===== config.mk =====
export PLATFORM = sky130hd
export DESIGN_NAME = binary_to_decimal_ascii_emitter
export DESIGN_NICKNAME = d
export VERILOG_FILES = /design/src/bdae_pkg.sv /design/src/bdae_dabble_stage.sv /design/src/bdae_serialiser.sv /design/src/binary_to_decimal_ascii_emitter.sv
export SDC_FILE = /design/constraint.sdc
export NUM_CORES = 1
export LEC_CHECK = 0
export ABC_CLOCK_PERIOD_IN_PS = 4300
export BUFFER_PORTS_ARGS = -buffer_cell sky130_fd_sc_hd__buf_2
export CAP_MARGIN = 20
export CORE_ASPECT_RATIO = 0.75
export CORE_MARGIN = 8
export CORE_UTILIZATION = 60
export DETAILED_ROUTE_END_ITERATION = 8
export PLACE_DENSITY = 0.78
export SLEW_MARGIN = 20
export SYNTH_ARGS = -nofsm -noshare
export SYNTH_HDL_FRONTEND = slang
export SYNTH_SLANG_ARGS = --single-unit

===== constraint.sdc =====
create_clock -name clk_i -period 4.3 [get_ports clk_i]
set_clock_uncertainty 0.1 [all_clocks]
set_input_delay 0.645 -clock clk_i [delete_from_list [all_inputs] [get_ports clk_i]]
set_output_delay 0.645 -clock clk_i [all_outputs]
set_load 0.01 [all_outputs]

===== src/bdae_pkg.sv =====
`timescale 1ns / 1ps
// ----------------------------------------------------------------------------
// bdae_pkg
// Shared types, constants and the double-dabble step for the decimal emitter.
// ----------------------------------------------------------------------------
package bdae_pkg;

  localparam int unsigned BIN_W          = 16;
  localparam int unsigned DIGITS         = 5;
  localparam int unsigned DIGIT_W        = 4;
  localparam int unsigned BCD_W          = DIGITS * DIGIT_W;
  localparam int unsigned STAGES         = 4;
  localparam int unsigned BITS_PER_STAGE = BIN_W / STAGES;
  localparam int unsigned CHAR_W         = 6;

  localparam logic [CHAR_W-1:0]  ASCII_ZERO = 6'd48;
  localparam logic [DIGIT_W-1:0] ADJ_LIMIT  = 4'd5;
  localparam logic [DIGIT_W-1:0] ADJ_ADD    = 4'd3;
  localparam logic [DIGIT_W-1:0] MAX_DIGIT  = 4'd9;

  // Working word of the conversion: BCD accumulator above, binary bits left
  typedef struct packed {
    logic [BCD_W-1:0] bcd;
    logic [BIN_W-1:0] bin;
  } dd_t;

  // Number of characters still to send, 0 to DIGITS
  typedef logic [2:0] count_t;

  // One shift-and-add-3 iteration
  function automatic dd_t dabble_step(dd_t x);
    dd_t y;
    y = x;
    for (int i = 0; i < DIGITS; i++) begin
      if (y.bcd[DIGIT_W*i +: DIGIT_W] >= ADJ_LIMIT) begin
        y.bcd[DIGIT_W*i +: DIGIT_W] = y.bcd[DIGIT_W*i +: DIGIT_W] + ADJ_ADD;
      end
    end
    y = dd_t'({y.bcd, y.bin} << 1);
    return y;
  endfunction

endpackage


===== src/bdae_dabble_stage.sv =====
`timescale 1ns / 1ps
// ----------------------------------------------------------------------------
// bdae_dabble_stage
// One pipeline stage of the binary to BCD conversion, four bits per stage.
// ----------------------------------------------------------------------------
module bdae_dabble_stage (
  input  logic           clk_i,
  input  logic           rst_ni,
  input  logic           adv_i,
  input  logic           valid_i,
  input  bdae_pkg::dd_t  data_i,
  output logic           valid_o,
  output bdae_pkg::dd_t  data_o
);

  logic          valid_q;
  bdae_pkg::dd_t data_d, data_q;

  always_comb begin
    data_d = data_i;
    for (int j = 0; j < bdae_pkg::BITS_PER_STAGE; j++) begin
      data_d = bdae_pkg::dabble_step(data_d);
    end
  end

  always_ff @(posedge clk_i or negedge rst_ni) begin
    if (!rst_ni) begin
      valid_q <= 1'b0;
    end else if (adv_i) begin
      valid_q <= valid_i;
    end
  end

  // payload moves only with a valid transaction
  always_ff @(posedge clk_i) begin
    if (adv_i && valid_i) begin
      data_q <= data_d;
    end
  end

  assign valid_o = valid_q;
  assign data_o  = data_q;

endmodule


===== src/bdae_serialiser.sv =====
`timescale 1ns / 1ps
// ----------------------------------------------------------------------------
// bdae_serialiser
// Drops leading zeros and sends the digits as ASCII, one per cycle.
// ----------------------------------------------------------------------------
module bdae_serialiser (
  input  logic                               clk_i,
  input  logic                               rst_ni,
  input  logic                               valid_i,
  input  logic [bdae_pkg::BCD_W-1:0]         bcd_i,
  output logic                               ready_o,
  output logic                               strobe_o,
  output logic [bdae_pkg::CHAR_W-1:0]        digit_char_o,
  output logic                               last_digit_o
);

  localparam int unsigned DW = bdae_pkg::DIGIT_W;
  localparam int unsigned BW = bdae_pkg::BCD_W;

  logic [BW-1:0]    digs_d, digs_q;
  bdae_pkg::count_t cnt_d, cnt_q;
  bdae_pkg::count_t n_load;
  logic [BW-1:0]    aligned;
  logic             load;
  logic [DW-1:0]    head;

  // significant digit count, zero keeps one digit
  always_comb begin
    n_load = bdae_pkg::count_t'(1);
    for (int i = 1; i < bdae_pkg::DIGITS; i++) begin
      if (bcd_i[DW*i +: DW] != '0) begin
        n_load = bdae_pkg::count_t'(i + 1);
      end
    end
  end

  // left-align so the leading significant digit sits at the top
  always_comb begin
    case (n_load)
      3'd5:    aligned = bcd_i;
      3'd4:    aligned = bcd_i << DW;
      3'd3:    aligned = bcd_i << (2 * DW);
      3'd2:    aligned = bcd_i << (3 * DW);
      default: aligned = bcd_i << (4 * DW);
    endcase
  end

  assign ready_o = (cnt_q <= bdae_pkg::count_t'(1));
  assign load    = valid_i && ready_o;

  always_comb begin
    digs_d = digs_q;
    cnt_d  = cnt_q;
    if (load) begin
      digs_d = aligned;
      cnt_d  = n_load;
    end else if (cnt_q != '0) begin
      digs_d = digs_q << DW;
      cnt_d  = cnt_q - bdae_pkg::count_t'(1);
    end
  end

  always_ff @(posedge clk_i or negedge rst_ni) begin
    if (!rst_ni) begin
      cnt_q <= '0;
    end else begin
      cnt_q <= cnt_d;
    end
  end

  always_ff @(posedge clk_i) begin
    digs_q <= digs_d;
  end

  assign head         = digs_q[BW-1 -: DW];
  assign strobe_o     = (cnt_q != '0);
  assign last_digit_o = (cnt_q == bdae_pkg::count_t'(1));
  assign digit_char_o = bdae_pkg::ASCII_ZERO + bdae_pkg::CHAR_W'(head);

  a_digit_range: assert property (@(posedge clk_i) disable iff (!rst_ni)
    strobe_o |-> head <= bdae_pkg::MAX_DIGIT)
    else $error("emitted digit out of decimal range");

  a_load_emits: assert property (@(posedge clk_i) disable iff (!rst_ni)
    load |=> strobe_o)
    else $error("loaded transaction not emitted");

  a_no_lead_zero: assert property (@(posedge clk_i) disable iff (!rst_ni)
    load && n_load != bdae_pkg::count_t'(1) |=> head != '0)
    else $error("leading zero emitted");

  a_count_bound: assert property (@(posedge clk_i) disable iff (!rst_ni)
    cnt_q <= bdae_pkg::count_t'(bdae_pkg::DIGITS))
    else $error("digit count overflow");

endmodule


===== src/binary_to_decimal_ascii_emitter.sv =====
`timescale 1ns / 1ps
// Path: a start transaction passes the dabble stages and then the serialiser's
//   digit register before its first character is on the ports.
// Throughput: one character per cycle; a number sends 1 to 5 characters, one
//   per significant digit, through the single-character result port.
// busy rises only when the conversion pipeline is full; the receiver cannot stall.
// Reset (rst_ni low, asynchronous) empties the pipeline and the serialiser.
// ----------------------------------------------------------------------------
// binary_to_decimal_ascii_emitter
// Converts a 16-bit unsigned number to ASCII decimal text, leading zeros
// suppressed, last character flagged.
// ----------------------------------------------------------------------------
module binary_to_decimal_ascii_emitter (
  input  logic                        clk_i,
  input  logic                        rst_ni,
  input  logic                        start,
  output logic                        busy,
  input  logic [bdae_pkg::BIN_W-1:0]  value_i,
  output logic                        strobe_o,
  output logic [bdae_pkg::CHAR_W-1:0] digit_char_o,
  output logic                        last_digit_o
);

  localparam int unsigned NS = bdae_pkg::STAGES;

  // Four double-dabble stages of four bits each, valid bits alongside.
  logic              st_valid [NS+1];
  bdae_pkg::dd_t     st_data  [NS+1];
  logic              adv      [NS];
  logic              ser_ready;

  // Stage input: BCD accumulator cleared, binary word loaded.
  assign st_valid[0]    = start && !busy;
  assign st_data[0].bcd = '0;
  assign st_data[0].bin = value_i;

  // Stall chain: a stage moves when empty or when the one after it moves.
  always_comb begin
    adv[NS-1] = !st_valid[NS] || ser_ready;
    for (int k = NS - 2; k >= 0; k--) begin
      adv[k] = !st_valid[k+1] || adv[k+1];
    end
  end

  // busy when the first stage holds a transaction that cannot move on
  assign busy = !adv[0];

  for (genvar g = 0; g < NS; g++) begin : g_stage
    bdae_dabble_stage u_stage (
      .clk_i   (clk_i),
      .rst_ni  (rst_ni),
      .adv_i   (adv[g]),
      .valid_i (st_valid[g]),
      .data_i  (st_data[g]),
      .valid_o (st_valid[g+1]),
      .data_o  (st_data[g+1])
    );
  end

  // Output side: takes a finished BCD word while sending the last digit of
  // the previous one, so numbers go out back to back.
  bdae_serialiser u_ser (
    .clk_i        (clk_i),
    .rst_ni       (rst_ni),
    .valid_i      (st_valid[NS]),
    .bcd_i        (st_data[NS].bcd),
    .ready_o      (ser_ready),
    .strobe_o     (strobe_o),
    .digit_char_o (digit_char_o),
    .last_digit_o (last_digit_o)
  );

  a_busy_full: assert property (@(posedge clk_i) disable iff (!rst_ni)
    busy |-> st_valid[1] && st_valid[NS])
    else $error("busy with an empty pipeline");

  a_last_strobed: assert property (@(posedge clk_i) disable iff (!rst_ni)
    last_digit_o |-> strobe_o)
    else $error("last flag without a character");

  a_stall_holds: assert property (@(posedge clk_i) disable iff (!rst_ni)
    st_valid[NS] && !ser_ready |=> st_valid[NS] && $stable(st_data[NS].bcd))
    else $error("finished word lost while the serialiser was full");

endmodule

## Yosys cells after proc, flatten, opt, wreduce, memory -nomap -nowiden

Index checks and enable logic that the tools add are counted.

- Add/subtract/negate cells: 67
- $lt $le $gt $ge: 66
- Eq/ne operators: 5
- Mux-type cells: 74
- Reductions and logical operators: 21

Operators by type and width:

| cell | number |
|---|---|
| 4-bit by 3-bit greater-or-equal comparator with 1-bit output (second input constant) | 60 |
| 4-bit 2-to-1 mux | 53 |
| 4-bit by 2-bit adder with 4-bit output (second input constant) | 50 |
| 20-bit one-hot mux with 4 select lines | 1 |
| 3-bit 2-to-1 mux | 16 |
| 20-bit 2-to-1 mux | 2 |
| 3-bit by 2-bit adder with 3-bit output (second input constant) | 10 |
| 4-bit nonzero test | 4 |
| 1-bit by 2-bit adder with 3-bit output (second input constant) | 4 |
| 1-bit by 3-bit greater-or-equal comparator with 1-bit output (second input constant) | 4 |
| 5-bit by 5-bit adder with 6-bit output (first input constant) | 1 |
| 3-bit by 2-bit == test with 1-bit output (second input constant) | 2 |
| 3-bit == test (second input constant) | 2 |
| 1-bit logical AND | 6 |
| 1-bit logical NOT | 5 |
| 1-bit logical OR | 4 |
| 1-bit by 2-bit adder with 3-bit output (both inputs constant) | 1 |
| 3-bit by 1-bit == test with 1-bit output (second input constant) | 1 |
| 1-bit by 3-bit greater-or-equal comparator with 1-bit output (both inputs constant) | 1 |
| 3-bit by 1-bit less-or-equal comparator with 1-bit output (second input constant) | 1 |
| 3-bit nonzero test | 1 |
| 3-bit by 1-bit subtractor with 3-bit output (second input constant) | 1 |
| 2-bit 2-to-1 mux | 1 |
| 2-bit nonzero test | 1 |
| 1-bit 2-to-1 mux | 1 |

- Register bits after elaboration: 123
- Input bits: 19
- Output and inout bits: 9
- Word-level logic and storage cells: 247

## Longest topological paths before layout

- Word-level depth: 8
- Mapped depth: 22
- Gate-level depth less buffers: 22

## Hierarchy

From an unflattened synthesis, not the netlist that was laid out.

- Cells, all modules: 1613
- Area total of the unflattened synthesis: 14652.8 µm²

By module, submodules not included:

| module | instances | cells each | area each (µm²) | seq. area each (µm²) |
|---|---|---|---|---|
| bdae_dabble_stage | 4 | 364 | 3261.9 | 985.9 |
| bdae_serialiser | 1 | 148 | 1547.7 | 675.6 |
| binary_to_decimal_ascii_emitter | 1 | 9 | 57.6 | 0.0 |

## Worst setup path after synthesis

Ideal clock, no wire load.

- Path kind: register -> register
- From: register g_stage[2].u_stage.data_q (netlist bit g_stage[2].u_stage.data_o[28])
- To: register g_stage[3].u_stage.data_q (netlist bit g_stage[3].u_stage.data_o[34]), data pin
- Library setup time: 0.267 ns
- Arrival: 3.279 ns
- Data required time: 3.933 ns
- Setup slack: 0.655 ns
- Stages on the path, launching flop included: 21
- Path buffers: 0
- Clock period less this slack: 3.645 ns
- Cells stage by stage: edfxtp_1 -> inv_1 -> ha_1 -> inv_1 -> ha_1 -> a21oi_4 -> xnor2_1 -> inv_2 -> ha_1 -> or3_1 -> a31oi_1 -> o21bai_2 -> nor2_1 -> nor2_1 -> xor2_1 -> inv_1 -> ha_1 -> inv_1 -> ha_1 -> a21oi_1 -> a21oi_1

RTL lines:

| what | line | source |
|---|---|---|
| from (decl) | bdae_dabble_stage.sv:17 | `bdae_pkg::dd_t data_d, data_q;` |
| from (signal assigned) | bdae_dabble_stage.sv:37 | `data_q <= data_d;` |
| to (signal assigned) | bdae_dabble_stage.sv:37 |  |
| to (decl) | bdae_dabble_stage.sv:17 |  |

==> reports/metrics.cfg <==
[detailed_routing]
route.met3.wl_um=877
dr_total_vias=6205
drt-total-wl_um=15400
ant_nets=0
viasPerCell=6.16
wl_met2_um=7400
firstDrtPassIters=5
m1WireLength_um=6890
top_layer=met4
routedWlPerCell_um=15.3
drc=0
drt_iter0_drc=560

[floorplanning]
start_util=0.620
rows=35
dieWidth_um=147
coreArea_um2=12400
fp.dieH_um=114
io_pins=28
dieArea_um2=16700

[setup_path]
cp.arrival_ps=3910
path_common_cell=ha_1
crit_slowest_cell=edfxtp_1
crit_type=flip-flop to flip-flop
critPathLaunchType=flip-flop
max_stage_delay_ps=450
worstPathCellList=inv_1 -> ha_1 -> inv_1 -> ha_1 -> a21oi_4 -> xnor2_1 -> inv_2 -> ha_1 -> or3_1 -> a31oi_1 -> o21bai_2 -> nor2_1 -> nor2_1 -> xor2_2 -> inv_1 -> ha_1 -> inv_1 -> ha_1 -> a21oi_2 -> nor2_1 -> a21oi_1
crit_required_ps=4280
cp_max_fo=5
worstSetupEndpointType=flip-flop
reg2reg_slack_ps=360

[synth]
ys_seq_elements=101
syn_area_um2=7690
ys_seq_area_frac=0.390
synth_compound_area_frac=0.242
synth_top_family_by_area=compound AO/OA/AOI/OAI gates
synth_warnings=0
synthesis.instances=834
async_flop_share=0.0693
yosys-mux-area-fraction=0.0402
synth_xor_area_frac=0.0492
synth_edf_count=94
post_synth.cell_area_avg_um2=9.22
synth_fa_ha_area_frac=0.0635
synth_cell_types=82
synthSimpleGateAreaFrac=0.169
synth_flop_cell=edfxtp_1

[cts]
cts-hold-fix-buffers=0
cts.path.max_buffers=2
htree_levels=3
cts_tree=built
clk_latency_ps=340
cts_buffers=9
cts_setup_buffers=0
root_buffer=clkbuf_16
clock-sinks=101
path_clk_slew_ps=70
post_cts_resized=0

[final_layout]
layout.nets=894
drive_gt1_frac=0.120
n_fill_cell=973
postLayoutCoreUtil=0.663
multi_input_area_um2=4370
syn_to_final_growth_pct=6.97
final_cell_mix=edfxtp_1 (94), nor2_1 (88), nand2_1 (72)
diodes=0
final_common_cell=edfxtp_1
regArea_um2=3000

[global_routing]
overflow=0
grt_max_degree=26
grt_first_pass_wirelength_um=25600
grt_pass1_vias=5573
antenna_found_initial=0
track_usage=0.180

[timing]
setup_tns_ps=0
fin_crit_sh=0.916
maxClockFrequency_ghz=0.254
tightest_slew_ps=985
grt_setup_unrepaired=no
timing.slew.headroom=0.343
finalCriticalPeriod_ps=3940
hold_viol=0
maxSlewViolCount=0
finalSetupViolations=0

[run]
cap_viol_max_count=0

[outcome]
status=completed

[placement]
place_congestion=0.895
portBuffers=25
dp_hpwl_um=11200

[min_path]
hold_path.class=primary input to asynchronous set/reset pin

-- kinds of logic after synthesis --
logic type	count (synthesis)
AND/OR/NAND/NOR	269
AO/OA/AOI/OAI	273
other	1
XOR/XNOR	38
buffers and inverters	84
adder cells (fa/ha/maj)	39
flip-flops	101
multiplexers	29
-- state kept, by name (all words and copies together), names as in the netlist --
signal / cells
g_stage.u_stage.valid_o: 4
g_stage.u_stage.data_o: 74
u_ser.digs_q: 20
u_ser.cnt_q: 3
-- worst paths after layout --
| kind | cells after the start | from | to |
|---|---|---|---|
| setup reg to reg | 21 | g_stage[2].u_stage.data_o[28] | g_stage[3].u_stage.data_o[34] |
| setup / recovery | 21 | g_stage[2].u_stage.data_o[28] | g_stage[3].u_stage.data_o[34] |
| hold reg to reg | 0 | g_stage[1].u_stage.data_o[12] | g_stage[2].u_stage.data_o[16] |
| min in group clk_i | 0 | g_stage[1].u_stage.data_o[12] | g_stage[2].u_stage.data_o[16] |
| hold / removal | 1 | rst_ni | u_ser.cnt_q[0] |
| max in group asynchronous | 1 | rst_ni | g_stage[0].u_stage.valid_o |
-- worst max-delay path: cells and delay by family (launching register included) --
kind                     cells  cell delay (ps)
AO/OA/AOI/OAI                5              650
buffers and inverters        5              360
flip-flops                   1              450
XOR/XNOR                     2              420
adder cells (fa/ha/maj)      5              980
AND/OR/NAND/NOR              4              720
-- metal layers --
layer,global-route usage,vias up
met1,0.231,2902
met2,0.308,194
met4,0.0500,0
met3,0.0316,20
met5,0,-
li1,-,3089
-- area by class of cell --
class / instances / area share
inverters: 45 / 0.0205
well taps: 166 / 0.0253
flip-flops and latches: 101 / 0.365
clock buffers: 10 / 0.0278
repair buffers: 29 / 0.0189
clock inverters: 6 / 0.0114
multi-input cells: 650 / 0.531
-- per-stage QoR --
step                std cells  instance area (um2)  worst slack [ps]  hold slack, ps
detailed placement        991                 7880               326             305
global route             1007                 8220              35.7            20.2
finish                   1007                 8220               363            25.3
global placement          991                 7880               531             301
floorplan                 835                 7690               655             249
CTS                      1007                 8200               303            24.0
-- synth_stat cells (all sizes together), types with 3 or more instances --
cell type	number	area (um2)
edfxtp	94	2820
nor2	89	337
nand2	74	283
o21ai	73	369
a21oi	71	412
inv	45	169
ha	39	488
xnor2	32	310
clkbuf	28	105
a31oi	23	150
nand2b	22	138
mux2i	20	208
nor3	14	75.1
a221oi	11	103
buf	11	72.6
a211oi	10	85.1
and3	10	62.6
mux2	9	101
nor2b	9	56.3
o22ai	9	56.3
a22oi	8	60.1
nand3	8	40.0
nor3b	8	65.1
and2	7	43.8
dfrtp	7	175
nor4	7	43.8
a21o	6	45.0
o21a	6	45.0
o221ai	6	70.1
o32ai	6	60.1
xor2	6	67.6
a21boi	5	41.3
a221o	5	50.1
o21bai	5	41.3
o22a	5	43.8
or2	5	31.3
or3	5	36.3
nand3b	4	30.0
o211ai	4	35.0
o32a	4	52.6
a211o	3	26.3
Power is left out: the tool's default activity adds up to more than one toggle a clock period on the data nets, which glitch-free logic cannot reach.
